## config.mk

```make
export PLATFORM = sky130hd
export DESIGN_NAME = sllws_ctrl
export DESIGN_NICKNAME = d
export VERILOG_FILES = /design/src/design/sllws_pkg.sv /design/src/design/sllws_ctrl.sv
export SDC_FILE = /design/constraint.sdc
export NUM_CORES = 1
export LEC_CHECK = 0
export ABC_AREA = 1
export BUFFER_PORTS_ARGS = -buffer_cell sky130_fd_sc_hd__buf_2
export CAP_MARGIN = 20
export CELL_PAD_IN_SITES_DETAIL_PLACEMENT = 1
export CELL_PAD_IN_SITES_GLOBAL_PLACEMENT = 1
export CORE_AREA = 4 4 41 43
export CTS_CLUSTER_SIZE = 30
export DETAILED_ROUTE_END_ITERATION = 12
export DIE_AREA = 0 0 45 47
export GPL_TIMING_DRIVEN = 0
export PLACE_DENSITY = 0.79
export SLEW_MARGIN = 25
export SYNTH_ARGS = -nofsm -noshare
export SYNTH_HDL_FRONTEND = slang
export SYNTH_SLANG_ARGS = --single-unit
```

## constraint.sdc

```tcl
create_clock -name clock -period 2.7 [get_ports clock]
set_clock_uncertainty 0.1 [all_clocks]
set_input_delay 0.135 -clock clock [delete_from_list [all_inputs] [get_ports clock]]
set_output_delay 0.135 -clock clock [all_outputs]
set_load 0.02 [all_outputs]
```

## src/design/sllws_pkg.sv

```systemverilog
package sllws_pkg;

   localparam int TABLE_DEPTH_DEF = 256;
   localparam int NUM_WORKERS_DEF = 8;
   localparam int KEY_WIDTH_DEF   = 32;

   localparam int OPCODE_W = 2;
   localparam int SKEY_W   = 32;
   localparam int WORKER_W = 3;
   localparam int COUNT_W  = 31;
   localparam int STATUS_W = 3;

   typedef enum logic [OPCODE_W-1:0] {
      OP_SELECT   = 2'd0,
      OP_DELETE   = 2'd1,
      OP_SET      = 2'd2,
      OP_RESERVED = 2'd3
   } op_type;

   typedef enum logic [STATUS_W-1:0] {
      ST_HIT    = 3'd0,
      ST_NEW    = 3'd1,
      ST_NONE   = 3'd2,
      ST_FULL   = 3'd3,
      ST_ABSENT = 3'd4,
      ST_SET    = 3'd5
   } status_type;

   typedef enum logic [2:0] {
      S_CLEAR,
      S_IDLE,
      S_SCAN,
      S_PICK,
      S_FINISH
   } state_type;

   typedef struct packed {
      logic clear_step;
      logic latch_req;
      logic scan_step;
      logic pick_step;
      logic commit;
   } cmd_type;

   typedef struct packed {
      logic                clear_last;
      logic                rd_hit;
      logic                rd_last;
      logic                pick_last;
      logic                out_free;
      logic [OPCODE_W-1:0] op;
   } stat_type;

endpackage

```

## src/design/sllws_ctrl.sv

```systemverilog
module sllws_ctrl
   import sllws_pkg::*;
(
   input  logic                clock,
   input  logic                reset,
   input  logic                req_valid,
   input  logic [OPCODE_W-1:0] req_opcode,
   output logic                req_ready,
   input  stat_type            stat,
   output cmd_type             cmd
);

   state_type state_ff;
   state_type state_in;

   always_ff @(posedge clock) begin
      if (reset) begin
         state_ff <= S_CLEAR;
      end else begin
         state_ff <= state_in;
      end
   end

   always_comb begin
      state_in = state_ff;
      case (state_ff)
         S_CLEAR: begin
            if (stat.clear_last) begin
               state_in = S_IDLE;
            end
         end
         S_IDLE: begin
            if (req_valid) begin
               case (req_opcode)
                  OP_SELECT, OP_DELETE: state_in = S_SCAN;
                  OP_SET:               state_in = S_FINISH;
                  default:              state_in = S_IDLE;
               endcase
            end
         end
         S_SCAN: begin
            if (stat.rd_hit) begin
               state_in = S_FINISH;
            end else if (stat.rd_last) begin
               state_in = (stat.op == OP_SELECT) ? S_PICK : S_FINISH;
            end
         end
         S_PICK: begin
            if (stat.pick_last) begin
               state_in = S_FINISH;
            end
         end
         S_FINISH: begin
            if (stat.out_free) begin
               state_in = S_IDLE;
            end
         end
         default: state_in = S_CLEAR;
      endcase
   end

   always_comb begin
      req_ready      = (state_ff == S_IDLE);
      cmd.clear_step = (state_ff == S_CLEAR);
      cmd.latch_req  = (state_ff == S_IDLE) && req_valid;
      cmd.scan_step  = (state_ff == S_SCAN);
      cmd.pick_step  = (state_ff == S_PICK);
      cmd.commit     = (state_ff == S_FINISH) && stat.out_free;
   end

endmodule

```

=== Word level (Yosys, flattened, before mapping) ===
Cells that the tools add are included.

* Add/subtract/negate cells: 0
* Multipliers: 0
* Div/mod/pow operators: 0
* Order comparisons: 0
* Equal/unequal tests: 11
* Shifts and indexed selects: 0
* Mux-type cells: 9
* Bitwise operators: 0
* Reductions and logical operators: 7

{| class="wikitable"
|+ Operators with widths
! operator !! count
|-
| two-way mux 3 bit || 7
|-
| one-hot mux 3 bit (5 select lines) || 1
|-
| != test 2 bit (second input constant) || 4
|-
| == test 3 x 2 -> 1 bit (second input constant) || 2
|-
| one-hot mux 3 bit (2 select lines) || 1
|-
| AND reduction 5 bit || 1
|-
| logical NOT 2 bit || 2
|-
| == test 3 x 1 -> 1 bit (second input constant) || 1
|-
| == test 3 bit (second input constant) || 1
|-
| logical NOT 3 bit || 1
|-
| != test 3 bit (second input constant) || 1
|-
| == test 2 x 1 -> 1 bit (second input constant) || 1
|-
| == test 2 bit (second input constant) || 1
|-
| logical AND 1 bit || 2
|-
| OR reduction 2 bit || 1
|}

* Register bits after elaboration: 3
* Latch bits: 0
* Bits in writable memories: 0
* Memory bits (read-only): 0
* Input port bits: 12
* Word-level logic and storage cells: 28
* Memories kept: 0

=== Depth between registers and ports, before layout ===
* Word-level depth: 5
* Mapped depth: 9
* Depth with buffers taken out: 9

=== Least setup slack after synthesis ===
No wires, ideal clock.

* Path type: reg2reg
* Start point: register state_ff[0]
* End point: register state_ff[0]
* Arrival time: 1114 ps
* Path slack: 1372 ps
* Cell stages (with the launch flop): 8
* Path buffers: 0
* Period minus slack after synthesis: 1328 ps
* Cell sequence: dfxtp_1 nand2_1 nor2_2 nand2_1 nand3_2 nor2_4 nor2_1 nor2_2

{| class="wikitable"
|+ RTL lines
! element !! line !! source
|-
| start, declared || sllws_ctrl.sv:13 || <nowiki>state_type state_ff;</nowiki>
|-
| start signal, assigned || sllws_ctrl.sv:20 || <nowiki>state_ff <= state_in;</nowiki>
|}

==> flow_summary.yaml <==
detailed_routing:
  drt_iter0_markers: 4
  wl_um: 875
  viasPerCell: 4.35
  wire_per_inst_um: 9.51
  route.detailed.drc: 0
  ant_nets: 0
  drt_pre_antenna_iters: 4
  dr_total_vias: 400
synthesis:
  synth_top_area_share_pct: 19.3
  yosysWarnings: 0
  ys_seq_area_share_pct: 19.3
  synth.cell_area_um2: 312
  syn-num-nets: 68
  synthCells: 56
  synth_area_leader_cell: "dfxtp_1"
  ys_ff_latch: 3
  ys_types: 16
  synth.top_cells.by_area: "dfxtp_1, nand2_1, nor2_1, inv_1, nor2_2"
  syn_avg_cell_area_um2: 5.56
grt:
  grt_pass1_vias: 416
  grt_max_degree: 8
  grt_usage_pct: 10.1
  overflow: 0
  grt_pass1_wl_um: 1570
  antenna_found_initial: 0
clocking:
  htreeDepth: 1
  cts_resized: 0
  cts_buffer_depth: 2
  postCtsHoldBufs: 0
  cts.sinks: 3
  clk_latency_ns: 0.23
  clkTransAtPathRegs_ns: 0.04
  cts_buffers: 3
  cts_setup_buffers: 0
  cts.root.buffer_cell: "clkbuf_4"
  cts_tree: "yes"
die:
  io_pins: 18
  coreArea_um2: 1300
  core.rowCount: 13
  die_h_um: 47
  die_w_um: 45
  initial_core_util_pct: 23.9
  dieArea_um2: 2120
layout:
  num_antenna_cells: 0
  reg_top3: "state_ff (3)"
  regMostFlops: "state_ff"
  drive_gt1_share_pct: 40.3
  largest_reg_flops: 3
  synthToLayoutAreaGrowth_pct: 41.8
  nNetsFinal: 90
  final_common_cell: "buf_2"
  fillCellCount: 190
  final_cell_mix: "buf_2, nand2_1, nor2_1, inv_1, nor2_2"
critical_path:
  crit_path_end_kind: "primary output"
  criticalPathCategory: "register to primary output"
  crit_start: "state_ff[0]"
  start_kind: "register"
  cp.arrival_ns: 1.27
  required_ns: 2.47
  r2r_start: "state_ff[0]"
  path_max_fanout: 7
placed_design:
  place_ws_ns: 1.36
  io_buffers: 17
  gp_congestion: 0.766
  dp_hpwl_um: 749
timing:
  finalHoldViolCount: 0
  finalMaxSlewViolations: 0
  clock.fmax_ghz: 0.664
  fin_ws_ns: 1.19
  period_needed_ns: 1.51
  setup_viol: 0
  slew-limit-headroom_pct: 80.3
  tns_ns: 0
  grt_setup_unrepaired: "no"
  fin_crit_sh_pct: 55.8
  worst_slew_pin_slew_ns: 0.295
worst_hold_path:
  worstHoldStart: "reset"
  hold_class: "input pin to register"
power_and_ir_drop:
  ir_drop_uv: 357
  power.total_uw: 479
  cellPowerDensity_nw_per_um2: 1090
  power.leakage_nw: 0.271
outcome:
  status: "finished, final reports clean"
run:
  cap_viol_max_count: 0
-- final timing paths --
kind | end | slack, ns | cells past startpoint
min | state_ff[2] | 0.09 | 4
min reg2reg | state_ff[1] | 0.50 | 2
max reg2reg | state_ff[0] | 1.36 | 7
max | cmd[0] | 1.19 | 4
-- cell families (layout without fill, tap and decap cells) --
logic type	after synthesis	count (layout)	synth area share, %
AOI/OAI and AO/OA	4	4	8.43
DFF	3	3	19.3
buffers and inverters	11	32	13.3
and+or+nand+nor	38	38	59.0
-- stage by stage --
| step | cell area (um^2) | utilization, % | hold WS (ns) | std cells |
|---|---|---|---|---|
| finish | 442 | 33.9 | 0.0916 | 92 |
| global route | 442 | 33.9 | 0.0888 | 92 |
| CTS | 442 | 33.9 | 0.0896 | 92 |
| detailed placement | 415 | 31.9 | 0.333 | 88 |
| global placement | 415 | 31.9 | 0.315 | 88 |
| floorplan | 312 | - | 0.216 | 56 |
-- synthesized netlist by cell type --
library cell and count:
o21ai_1 1, nand2_1 15, dfxtp_1 3, o21a_1 1
o21ai_2 1, nor2_2 5, nor3_1 1, nand3_2 1
nor2_1 11, nand3b_2 1, a21oi_1 1, inv_1 9
nor2_4 1, inv_2 2, nand3_1 2, nand3b_1 1
-- routing by layer --
| layer | GRT usage, % | wire [um] | vias up |
|---|---|---|---|
| met2 | 16.9 | 419 | 11 |
| met5 | 0 | 0 | - |
| li1 | - | - | 210 |
| met3 | 3.45 | 64 | 0 |
| met4 | 3.51 | 0 | 0 |
| met1 | 12.0 | 392 | 179 |
-- critical path, stage by stage, from the launching register on --
cell,delay [ns]
dfxtp_1,0.38
nor2_1,0.21
inv_1,0.10
nor3_1,0.16
buf_2,0.20
-- power by group --
group | switching (mW) | total (mW) | internal [mW]
Sequential | 0.0373 | 0.101 | 0.0640
Combinational | 0.191 | 0.302 | 0.111
Clock | 0.0208 | 0.0760 | 0.0552
-- area by class of cell --
type                       instances  area, um^2  area share, %
inverter                          11        41.3           9.35
timing repair buffer              17        85.1           19.3
tap                               15        18.8           4.25
sequential                         3        60.1           13.6
multi-input combinational         42         210           47.6
clock buffer                       4        26.3           5.95
No activity file was read; power rests on OpenSTA's default activity.
